[config.mk]
export PLATFORM = sky130hd
export DESIGN_NAME = scalar_calculator_alu
export DESIGN_NICKNAME = d
export VERILOG_FILES = /design/src/design/scu_pkg.sv /design/src/design/scu_mul.sv /design/src/design/scu_div.sv /design/src/design/scalar_calculator_alu.sv
export SDC_FILE = /design/constraint.sdc
export NUM_CORES = 2
export LEC_CHECK = 0
export BUFFER_PORTS_ARGS = -buffer_cell sky130_fd_sc_hd__buf_2
export CAP_MARGIN = 10
export CORE_MARGIN = 8
export CORE_UTILIZATION = 30
export CTS_BUF_LIST = sky130_fd_sc_hd__clkbuf_4 sky130_fd_sc_hd__clkbuf_8 sky130_fd_sc_hd__clkbuf_16
export CTS_CLUSTER_DIAMETER = 50
export DETAILED_ROUTE_END_ITERATION = 8
export PLACE_DENSITY = 0.5
export SKIP_LAST_GASP = 1
export SLEW_MARGIN = 20
export SYNTH_ARGS = -nofsm -noshare
export SYNTH_HDL_FRONTEND = slang
export SYNTH_SLANG_ARGS = --single-unit
[constraint.sdc]
create_clock -name clock -period 33.6 [get_ports clock]
set_input_delay 3.36 -clock clock [delete_from_list [all_inputs] [get_ports clock]]
set_output_delay 3.36 -clock clock [all_outputs]
set_load 0.05 [all_outputs]
[src/design/scu_pkg.sv]
package scu_pkg;

   // Word format: signed fixed point, WORD_BITS total with FRAC_BITS fraction bits
   localparam int WORD_BITS = 48;
   localparam int FRAC_BITS = 16;
   localparam int INT_BITS  = WORD_BITS - FRAC_BITS;
   localparam int PROD_BITS = 2 * WORD_BITS;

   // Multiply unit: one digit of the second operand per cycle
   localparam int MUL_DIGIT     = 16;
   localparam int MUL_STEPS     = (WORD_BITS + MUL_DIGIT - 1) / MUL_DIGIT;
   localparam int MUL_CNT_BITS  = $clog2(MUL_STEPS);
   localparam int PP_BITS       = WORD_BITS + MUL_DIGIT;

   // Divide unit: one quotient bit per cycle over the scaled numerator
   localparam int NUM_BITS      = WORD_BITS + FRAC_BITS;
   localparam int DIV_CNT_BITS  = $clog2(NUM_BITS);

   typedef logic [WORD_BITS-1:0] word_type;
   typedef logic [PROD_BITS-1:0] prod_type;
   typedef logic [NUM_BITS-1:0]  num_type;
   typedef logic [INT_BITS-1:0]  int_type;

   localparam word_type MAX_POS  = {1'b0, {(WORD_BITS-1){1'b1}}};
   localparam word_type MIN_NEG  = {1'b1, {(WORD_BITS-1){1'b0}}};
   localparam word_type ONE      = word_type'(1) << FRAC_BITS;
   localparam int_type  FACT_LIM = int_type'(MAX_POS >> FRAC_BITS);

   typedef enum logic [2:0] {
      OP_ADD  = 3'd0,
      OP_SUB  = 3'd1,
      OP_MUL  = 3'd2,
      OP_DIV  = 3'd3,
      OP_FACT = 3'd4,
      OP_POW  = 3'd5
   } op_type;

   typedef enum logic [1:0] {
      STAT_OK      = 2'd0,
      STAT_DIV0    = 2'd1,
      STAT_UNKNOWN = 2'd2,
      STAT_SAT     = 2'd3
   } status_type;

   typedef enum logic [2:0] {
      S_IDLE,
      S_DECODE,
      S_MUL_WAIT,
      S_DIV_WAIT,
      S_FACT_WAIT,
      S_POW_NEXT,
      S_POW_WAIT,
      S_FINISH
   } state_type;

   typedef struct packed {
      logic [2:0]                  kind;
      logic signed [WORD_BITS-1:0] operand_a;
      logic signed [WORD_BITS-1:0] operand_b;
   } req_type;

   typedef struct packed {
      logic signed [WORD_BITS-1:0] result_value;
      logic [1:0]                  status;
   } rsp_type;

   typedef struct packed {
      word_type value;
      logic     sat;
   } pack_type;

endpackage

[src/design/scu_mul.sv]
module scu_mul
   import scu_pkg::*;
(
   input  logic     clock,
   input  logic     reset,
   input  logic     start,
   input  word_type x,
   input  word_type y,
   output logic     done,
   output prod_type prod
);

   localparam logic [MUL_CNT_BITS-1:0] LAST = MUL_CNT_BITS'(MUL_STEPS - 1);

   logic                    busy_ff, busy_in;
   logic [MUL_CNT_BITS-1:0] cnt_ff, cnt_in;
   word_type                x_ff, x_in;
   word_type                y_ff, y_in;
   logic [PP_BITS-1:0]      pp_ff, pp_in;
   logic                    pp_vld_ff, pp_vld_in;
   logic [MUL_CNT_BITS-1:0] pp_idx_ff, pp_idx_in;
   prod_type                acc_ff, acc_in;
   logic                    done_ff, done_in;

   // One partial product per cycle, accumulated in the following cycle
   always_comb begin
      busy_in   = busy_ff;
      cnt_in    = cnt_ff;
      x_in      = x_ff;
      y_in      = y_ff;
      pp_in     = PP_BITS'(x_ff) * PP_BITS'(y_ff[MUL_DIGIT-1:0]);
      pp_vld_in = busy_ff;
      pp_idx_in = cnt_ff;
      acc_in    = acc_ff;
      done_in   = 1'b0;

      if (pp_vld_ff) begin
         acc_in  = acc_ff + (prod_type'(pp_ff) << (MUL_DIGIT * pp_idx_ff));
         done_in = (pp_idx_ff == LAST);
      end

      if (busy_ff) begin
         y_in   = y_ff >> MUL_DIGIT;
         cnt_in = cnt_ff + 1'b1;
         if (cnt_ff == LAST) begin
            busy_in = 1'b0;
         end
      end

      if (start) begin
         busy_in   = 1'b1;
         cnt_in    = '0;
         x_in      = x;
         y_in      = y;
         acc_in    = '0;
         pp_vld_in = 1'b0;
         done_in   = 1'b0;
      end
   end

   // Control
   always_ff @(posedge clock) begin
      if (reset) begin
         busy_ff   <= 1'b0;
         pp_vld_ff <= 1'b0;
         done_ff   <= 1'b0;
      end else begin
         busy_ff   <= busy_in;
         pp_vld_ff <= pp_vld_in;
         done_ff   <= done_in;
      end
   end

   // Datapath
   always_ff @(posedge clock) begin
      cnt_ff    <= cnt_in;
      x_ff      <= x_in;
      y_ff      <= y_in;
      pp_ff     <= pp_in;
      pp_idx_ff <= pp_idx_in;
      acc_ff    <= acc_in;
   end

   assign done = done_ff;
   assign prod = acc_ff;

endmodule

[src/design/scu_div.sv]
module scu_div
   import scu_pkg::*;
(
   input  logic     clock,
   input  logic     reset,
   input  logic     start,
   input  num_type  num,
   input  word_type den,
   output logic     done,
   output num_type  quot
);

   localparam logic [DIV_CNT_BITS-1:0] LAST = DIV_CNT_BITS'(NUM_BITS - 1);

   logic                    busy_ff, busy_in;
   logic [DIV_CNT_BITS-1:0] cnt_ff, cnt_in;
   num_type                 num_ff, num_in;
   word_type                rem_ff, rem_in;
   word_type                den_ff, den_in;
   logic                    done_ff, done_in;
   logic [WORD_BITS:0]      trial;
   logic [WORD_BITS:0]      diff;

   // Restoring division: numerator shifts out the top, quotient bits shift in
   always_comb begin
      busy_in = busy_ff;
      cnt_in  = cnt_ff;
      num_in  = num_ff;
      rem_in  = rem_ff;
      den_in  = den_ff;
      done_in = 1'b0;
      trial   = {rem_ff, num_ff[NUM_BITS-1]};
      diff    = trial - {1'b0, den_ff};

      if (busy_ff) begin
         if (!diff[WORD_BITS]) begin
            rem_in = diff[WORD_BITS-1:0];
            num_in = {num_ff[NUM_BITS-2:0], 1'b1};
         end else begin
            rem_in = trial[WORD_BITS-1:0];
            num_in = {num_ff[NUM_BITS-2:0], 1'b0};
         end
         cnt_in = cnt_ff + 1'b1;
         if (cnt_ff == LAST) begin
            busy_in = 1'b0;
            done_in = 1'b1;
         end
      end

      if (start) begin
         busy_in = 1'b1;
         cnt_in  = '0;
         num_in  = num;
         rem_in  = '0;
         den_in  = den;
         done_in = 1'b0;
      end
   end

   // Control
   always_ff @(posedge clock) begin
      if (reset) begin
         busy_ff <= 1'b0;
         done_ff <= 1'b0;
      end else begin
         busy_ff <= busy_in;
         done_ff <= done_in;
      end
   end

   // Datapath
   always_ff @(posedge clock) begin
      cnt_ff <= cnt_in;
      num_ff <= num_in;
      rem_ff <= rem_in;
      den_ff <= den_in;
   end

   assign done = done_ff;
   assign quot = num_ff;

endmodule

[src/design/scalar_calculator_alu.sv]
// Fixed-point calculator, signed Q31.16 words. One item is in work at a time: req_stall is
// high from acceptance until the result is loaded into the output register, which may still
// hold the previous result while the next item is taken. Multiply uses the shared multiply
// unit, which consumes one 16-bit digit of its second operand per cycle. Divide uses the
// divide unit, which produces one quotient bit per cycle over 64 bits. Factorial runs at
// most 12 multiplies before it saturates. Power runs floor(b) multiplies, stopping early on
// overflow or once the chain repeats with period one or two.
module scalar_calculator_alu
   import scu_pkg::*;
(
   input  logic    clock,
   input  logic    reset,
   input  logic    req_valid,
   output logic    req_stall,
   input  req_type req_data,
   output logic    rsp_valid,
   input  logic    rsp_stall,
   output rsp_type rsp_data
);

   localparam int QW = PROD_BITS - FRAC_BITS;

   // Magnitude of a two's complement word
   function automatic word_type mag(input word_type v);
      mag = v[WORD_BITS-1] ? (~v + 1'b1) : v;
   endfunction

   // Product to word: floor toward minus infinity, then saturate
   function automatic pack_type mul_pack(input prod_type p, input logic neg);
      logic [QW-1:0] q;
      logic [QW-1:0] lim;
      logic          rnd;
      pack_type      r;
      q   = p[PROD_BITS-1:FRAC_BITS];
      rnd = neg && (p[FRAC_BITS-1:0] != '0);
      lim = {{(QW-WORD_BITS){1'b0}}, (neg ? MIN_NEG : MAX_POS)};
      r.sat = rnd ? (q >= lim) : (q > lim);
      if (r.sat) begin
         r.value = neg ? MIN_NEG : MAX_POS;
      end else if (neg) begin
         r.value = ~q[WORD_BITS-1:0] + {{(WORD_BITS-1){1'b0}}, ~rnd};
      end else begin
         r.value = q[WORD_BITS-1:0];
      end
      mul_pack = r;
   endfunction

   // Quotient magnitude to word, saturating
   function automatic pack_type div_pack(input num_type q, input logic neg);
      num_type  lim;
      pack_type r;
      lim   = {{(NUM_BITS-WORD_BITS){1'b0}}, (neg ? MIN_NEG : MAX_POS)};
      r.sat = q > lim;
      if (r.sat) begin
         r.value = neg ? MIN_NEG : MAX_POS;
      end else if (neg) begin
         r.value = ~q[WORD_BITS-1:0] + 1'b1;
      end else begin
         r.value = q[WORD_BITS-1:0];
      end
      div_pack = r;
   endfunction

   state_type  state_ff, state_in;
   logic [2:0] op_ff, op_in;
   word_type   a_ff, a_in;
   word_type   b_ff, b_in;
   word_type   res_ff, res_in;
   status_type stat_ff, stat_in;
   logic       sign_ff, sign_in;
   int_type    n_ff, n_in;
   int_type    k_ff, k_in;
   int_type    i_ff, i_in;
   word_type   prev1_ff, prev1_in;
   word_type   prev2_ff, prev2_in;
   logic       have2_ff, have2_in;
   logic       rsp_valid_ff, rsp_valid_in;
   rsp_type    rsp_data_ff, rsp_data_in;

   logic       mul_start, mul_done;
   word_type   mul_x, mul_y;
   prod_type   mul_prod;
   logic       div_start, div_done;
   num_type    div_num, div_quot;
   word_type   div_den;

   word_type   sum, dif;
   pack_type   mpk, dpk;
   int_type    k_next;
   logic       req_take;

   scu_mul u_mul (
      .clock (clock),
      .reset (reset),
      .start (mul_start),
      .x     (mul_x),
      .y     (mul_y),
      .done  (mul_done),
      .prod  (mul_prod)
   );

   scu_div u_div (
      .clock (clock),
      .reset (reset),
      .start (div_start),
      .num   (div_num),
      .den   (div_den),
      .done  (div_done),
      .quot  (div_quot)
   );

   assign req_stall = (state_ff != S_IDLE);
   assign req_take  = req_valid && !req_stall;

   assign sum    = a_ff + b_ff;
   assign dif    = a_ff - b_ff;
   assign mpk    = mul_pack(mul_prod, sign_ff);
   assign dpk    = div_pack(div_quot, sign_ff);
   assign k_next = k_ff + 1'b1;

   // Sequencer: next state, operand steering and output register
   always_comb begin
      state_in     = state_ff;
      op_in        = op_ff;
      a_in         = a_ff;
      b_in         = b_ff;
      res_in       = res_ff;
      stat_in      = stat_ff;
      sign_in      = sign_ff;
      n_in         = n_ff;
      k_in         = k_ff;
      i_in         = i_ff;
      prev1_in     = prev1_ff;
      prev2_in     = prev2_ff;
      have2_in     = have2_ff;
      rsp_valid_in = rsp_valid_ff;
      rsp_data_in  = rsp_data_ff;
      mul_start    = 1'b0;
      mul_x        = mag(a_ff);
      mul_y        = mag(b_ff);
      div_start    = 1'b0;
      div_num      = {mag(a_ff), {FRAC_BITS{1'b0}}};
      div_den      = mag(b_ff);

      // Output register drains when taken
      if (rsp_valid_ff && !rsp_stall) begin
         rsp_valid_in = 1'b0;
      end

      case (state_ff)
         S_IDLE: begin
            if (req_take) begin
               op_in    = req_data.kind;
               a_in     = word_type'(req_data.operand_a);
               b_in     = word_type'(req_data.operand_b);
               state_in = S_DECODE;
            end
         end

         S_DECODE: begin
            stat_in  = STAT_OK;
            state_in = S_FINISH;
            case (op_ff)
               OP_ADD: begin
                  res_in = sum;
                  if (a_ff[WORD_BITS-1] == b_ff[WORD_BITS-1] &&
                      sum[WORD_BITS-1] != a_ff[WORD_BITS-1]) begin
                     res_in  = a_ff[WORD_BITS-1] ? MIN_NEG : MAX_POS;
                     stat_in = STAT_SAT;
                  end
               end
               OP_SUB: begin
                  res_in = dif;
                  if (a_ff[WORD_BITS-1] != b_ff[WORD_BITS-1] &&
                      dif[WORD_BITS-1] != a_ff[WORD_BITS-1]) begin
                     res_in  = a_ff[WORD_BITS-1] ? MIN_NEG : MAX_POS;
                     stat_in = STAT_SAT;
                  end
               end
               OP_MUL: begin
                  mul_start = 1'b1;
                  sign_in   = a_ff[WORD_BITS-1] ^ b_ff[WORD_BITS-1];
                  state_in  = S_MUL_WAIT;
               end
               OP_DIV: begin
                  if (b_ff == '0) begin
                     res_in  = '0;
                     stat_in = STAT_DIV0;
                  end else begin
                     div_start = 1'b1;
                     sign_in   = a_ff[WORD_BITS-1] ^ b_ff[WORD_BITS-1];
                     state_in  = S_DIV_WAIT;
                  end
               end
               OP_FACT: begin
                  // negative or floor(a) <= 1 gives one
                  if (a_ff[WORD_BITS-1] ||
                      a_ff[WORD_BITS-1:FRAC_BITS] <= int_type'(1)) begin
                     res_in = ONE;
                  end else begin
                     n_in      = a_ff[WORD_BITS-1:FRAC_BITS];
                     i_in      = int_type'(2);
                     mul_start = 1'b1;
                     mul_x     = word_type'(1);
                     mul_y     = word_type'(2);
                     state_in  = S_FACT_WAIT;
                  end
               end
               OP_POW: begin
                  // negative exponent or zero count gives one
                  if (b_ff[WORD_BITS-1] || b_ff[WORD_BITS-1:FRAC_BITS] == '0) begin
                     res_in = ONE;
                  end else begin
                     n_in     = b_ff[WORD_BITS-1:FRAC_BITS];
                     k_in     = '0;
                     have2_in = 1'b0;
                     prev1_in = ONE;
                     state_in = S_POW_NEXT;
                  end
               end
               default: begin
                  res_in  = a_ff;
                  stat_in = STAT_UNKNOWN;
               end
            endcase
         end

         S_MUL_WAIT: begin
            if (mul_done) begin
               res_in   = mpk.value;
               stat_in  = mpk.sat ? STAT_SAT : STAT_OK;
               state_in = S_FINISH;
            end
         end

         S_DIV_WAIT: begin
            if (div_done) begin
               res_in   = dpk.value;
               stat_in  = dpk.sat ? STAT_SAT : STAT_OK;
               state_in = S_FINISH;
            end
         end

         S_FACT_WAIT: begin
            if (mul_done) begin
               if (mul_prod > prod_type'(FACT_LIM)) begin
                  res_in   = MAX_POS;
                  stat_in  = STAT_SAT;
                  state_in = S_FINISH;
               end else begin
                  if (i_ff == n_ff) begin
                     res_in   = word_type'(mul_prod[INT_BITS-1:0]) << FRAC_BITS;
                     stat_in  = STAT_OK;
                     state_in = S_FINISH;
                  end else begin
                     i_in      = i_ff + 1'b1;
                     mul_start = 1'b1;
                     mul_x     = word_type'(mul_prod[INT_BITS-1:0]);
                     mul_y     = word_type'(i_ff + 1'b1);
                  end
               end
            end
         end

         S_POW_NEXT: begin
            mul_start = 1'b1;
            mul_x     = mag(prev1_ff);
            mul_y     = mag(a_ff);
            sign_in   = prev1_ff[WORD_BITS-1] ^ a_ff[WORD_BITS-1];
            state_in  = S_POW_WAIT;
         end

         S_POW_WAIT: begin
            if (mul_done) begin
               k_in    = k_next;
               stat_in = STAT_OK;
               if (mpk.sat) begin
                  res_in   = mpk.value;
                  stat_in  = STAT_SAT;
                  state_in = S_FINISH;
               end else if (have2_ff && mpk.value == prev2_ff) begin
                  // chain repeats: remaining steps settle by parity
                  res_in   = (n_ff[0] ^ k_next[0]) ? prev1_ff : mpk.value;
                  state_in = S_FINISH;
               end else begin
                  prev2_in = prev1_ff;
                  prev1_in = mpk.value;
                  have2_in = 1'b1;
                  if (k_next == n_ff) begin
                     res_in   = mpk.value;
                     state_in = S_FINISH;
                  end else begin
                     state_in = S_POW_NEXT;
                  end
               end
            end
         end

         S_FINISH: begin
            if (!rsp_valid_ff || !rsp_stall) begin
               rsp_valid_in             = 1'b1;
               rsp_data_in.result_value = res_ff;
               rsp_data_in.status       = stat_ff;
               state_in                 = S_IDLE;
            end
         end

         default: begin
            state_in = S_IDLE;
         end
      endcase
   end

   // Control
   always_ff @(posedge clock) begin
      if (reset) begin
         state_ff     <= S_IDLE;
         rsp_valid_ff <= 1'b0;
      end else begin
         state_ff     <= state_in;
         rsp_valid_ff <= rsp_valid_in;
      end
   end

   // Item payload and iteration state
   always_ff @(posedge clock) begin
      op_ff       <= op_in;
      a_ff        <= a_in;
      b_ff        <= b_in;
      res_ff      <= res_in;
      stat_ff     <= stat_in;
      sign_ff     <= sign_in;
      n_ff        <= n_in;
      k_ff        <= k_in;
      i_ff        <= i_in;
      prev1_ff    <= prev1_in;
      prev2_ff    <= prev2_in;
      have2_ff    <= have2_in;
      rsp_data_ff <= rsp_data_in;
   end

   assign rsp_valid = rsp_valid_ff;
   assign rsp_data  = rsp_data_ff;

endmodule

==> reports/metrics.csv <==
stage,metric,value,unit
routing,avgRoutedWirePerCell,26.6,um
logic_synthesis,synth_edf_count,585,
floorplanning,core.rowCount,192,
logic_synthesis,yosysSeqAreaShare,0.273,
placed_design,placed_cell_area,86900,sq um
floorplanning,dieArea,291000,sq um
cells_and_area,stdcell_area,91800,sq um
placed_design,port_buffers,154,
cells_and_area,utilization,0.336,
logic_synthesis,synthTopCellsByArea,"edfxtp_1, fa_1, ha_1",
setup_path,crit_type,flip-flop to flip-flop,
logic_synthesis,syn-cell-area,82300,sq um
logic_synthesis,ys_seq_elements,828,
timing,setup_ws,25.15,ns
global_route,grt_pass1_wl,496000,um
cells_and_area,ff_latch_area,22400,sq um
cells_and_area,n_fill_cell,28100,
timing,hold_violations,0,
floorplanning,io_pins,155,
hold_path,min_path_type,flip-flop to flip-flop,
timing,clock.fmax,118,MHz
logic_synthesis,ys.flop_type,edfxtp_1,
routing,drc_errors,6,
timing,finalClockSkew,0.0584,ns
floorplanning,initial_utilization,0.301,
logic_synthesis,synth-compound-area-share,0.163,
logic_synthesis,synth_nets,10600,
placed_design,dpl.hpwl,269000,um
clock_network,cts_tree,done,
logic_synthesis,synth_top_area_frac,0.213,
global_route,first_global_vias,70500,
timing,rsz0062_at_grt,false,
run_status,status,"complete, but fails checks",
global_route,grt_max_degree,88,
clock_network,cts_resized,0,
routing,wl_met1,147000,um
floorplanning,die_w,540,um
setup_path,cp.arrival,8.87,ns
logic_synthesis,synth_top_family_by_area,adder cells,
logic_synthesis,synth.top_cells.by_count,"nand2_1, inv_1, fa_1",
setup_path,cp-end-kind,flip-flop,
cells_and_area,nets,10500,
floorplanning,core-area,273000,sq um
logic_synthesis,syn_avg_cell_area,8.83,sq um
setup_path,crit_required,34.02,ns
clock_network,clk_latency,0.81,ns
cells_and_area,multiInputGateArea,54400,sq um
setup_path,cp-start-kind,flip-flop,
setup_path,path_max_fanout,48,
timing,tns,0,ns
timing,fin_crit_sh,0.252,
clock_network,numCtsBuffers,139,
clock_network,clockBufferDepth,3,
cells_and_area,drive_gt1_frac,0.0761,
routing,first_pass_iters,9,
logic_synthesis,synthDistinctLibCells,104,
timing,slew_viol_final,0,
timing,setup_viol,0,
logic_synthesis,synthMuxAreaShare,0.0263,
routing,wl_met2,148000,um
placed_design,gp_congestion,1.00,
routing,vias,72400,
logic_synthesis,synth_xor_area_frac,0.0652,
global_route,antenna_found_initial,23,
placed_design,post-place-ws,25.33,ns
clock_network,cts.clk_slew.worst_paths,0.06,ns
global_route,track_usage,0.227,
timing,period_minus_slack,8.46,ns
job,drv_cap,0,
clock_network,cts_setup_buffers,0,
logic_synthesis,synth_top_area_cell,edfxtp_1,
timing,worst_pin_slew,1.35,ns
routing,top_layer_used,met5,
cells_and_area,area_growth,11.6,%
logic_synthesis,async_reset_ff_frac,0,
clock_network,clkSinkCount,828,
global_route,grt-ovfl-total,0,
routing,met3_length,28100,um
routing,wl,344000,um
routing,drt_iter0_markers,8463,
run_status,violations,DRC,
clock_network,htree_levels,4,
routing,viasPerCell,5.58,
logic_synthesis,synthAdderAreaFrac,0.230,
clock_network,cts_hold_buf,0,
logic_synthesis,synth_most_common_cell,nand2_1,
timing,max-slew-margin-rel,0.0938,
logic_synthesis,syn_inst,9321,
routing,ant_nets,0,
logic_synthesis,yosys_warnings,0,
floorplanning,dieHeight,540,um
clock_network,root_buffer,clkbuf_16,
logic_synthesis,yosys.area_share.simple,0.174,
==> layer usage <==
metal	track usage	vias up
met2	0.345	3486
met4	0.116	10
met1	0.308	36000
li1	-	32100
met3	0.0400	697
met5	0	-
==> final timing paths <==
kind                   start                 end  slack (ns)  cells past startpoint
min          u_mul.cnt_ff[1]  u_mul.pp_idx_ff[1]        0.37                      0
min reg2reg  u_mul.cnt_ff[1]  u_mul.pp_idx_ff[1]        0.37                      0
max reg2reg          sign_ff           res_ff[3]       25.15                     19
max                  sign_ff           res_ff[3]       25.15                     19
==> layout make-up <==
class / count / share of cell area
Clock inverter: 94 / 0.0123
Antenna cell: 9 / 0.000245
Tap cell: 3589 / 0.0489
Inverter: 955 / 0.0391
Clock buffer: 162 / 0.0405
Multi-Input combinational cell: 7010 / 0.593
Sequential cell: 828 / 0.244
Timing Repair Buffer: 316 / 0.0217
==> registers in the layout (all words and copies together) (netlist names), 32 cells and up <==
name          count
res_ff           48
u_mul.pp_ff      64
u_div.quot       64
k_ff             32
u_mul.x_ff       48
a_ff             48
i_ff             32
u_mul.prod       96
u_div.den_ff     48
u_mul.y_ff       48
u_div.rem_ff     48
prev1_ff         48
rsp_data         50
b_ff             48
n_ff             32
prev2_ff         48
==> cells in the final DEF, fill, tap and decap left out, drive strengths merged, types with 316 or more instances in the layout <==
| cell type | n |
|---|---|
| nand2 | 1032 |
| xnor2 | 354 |
| o21ai | 561 |
| a21oi | 599 |
| inv | 985 |
| edfxtp | 585 |
| buf | 316 |
| nor2 | 645 |
| fa | 647 |
| ha | 479 |
==> stage by stage <==
step	instances	hold WS (ns)
6_report	13000	0.365
4_1_cts	13000	0.367
3_5_place_dp	12700	0.359
3_3_place_gp	12700	0.354
5_1_grt	13000	0.378
2_1_floorplan	9321	0.355
==> critical path: stages, from the launching register on <==
cell and delay (ns):
edfxtp_1 0.33, buf_4 0.43, clkinv_2 0.74, ha_1 0.56, nand2b_1 0.15, a2111oi_0 0.54
o311ai_1 0.26, o211ai_1 0.58, nand2b_1 0.18, buf_4 0.30, nand2_1 0.13, buf_4 0.29
a22oi_1 0.80, xor2_1 0.19, a2111o_1 0.43, or4_4 0.62, nand2_1 0.32, a21oi_1 0.16
a211oi_4 0.30, buf_4 0.62
==> cells by family (layout without fill, tap and decap cells) <==
family / after synthesis / in the layout
flops: 828 / 828
simple gates: 2959 / 2959
compound gates: 2114 / 2114
mux: 214 / 214
fa+ha+maj: 1126 / 1126
xor+xnor: 597 / 597
other cells: 0 / 9
buf+inv: 1483 / 1527
Power is left out: the tool's default activity adds up to more than one toggle a clock period on the data nets, which glitch-free logic cannot reach.
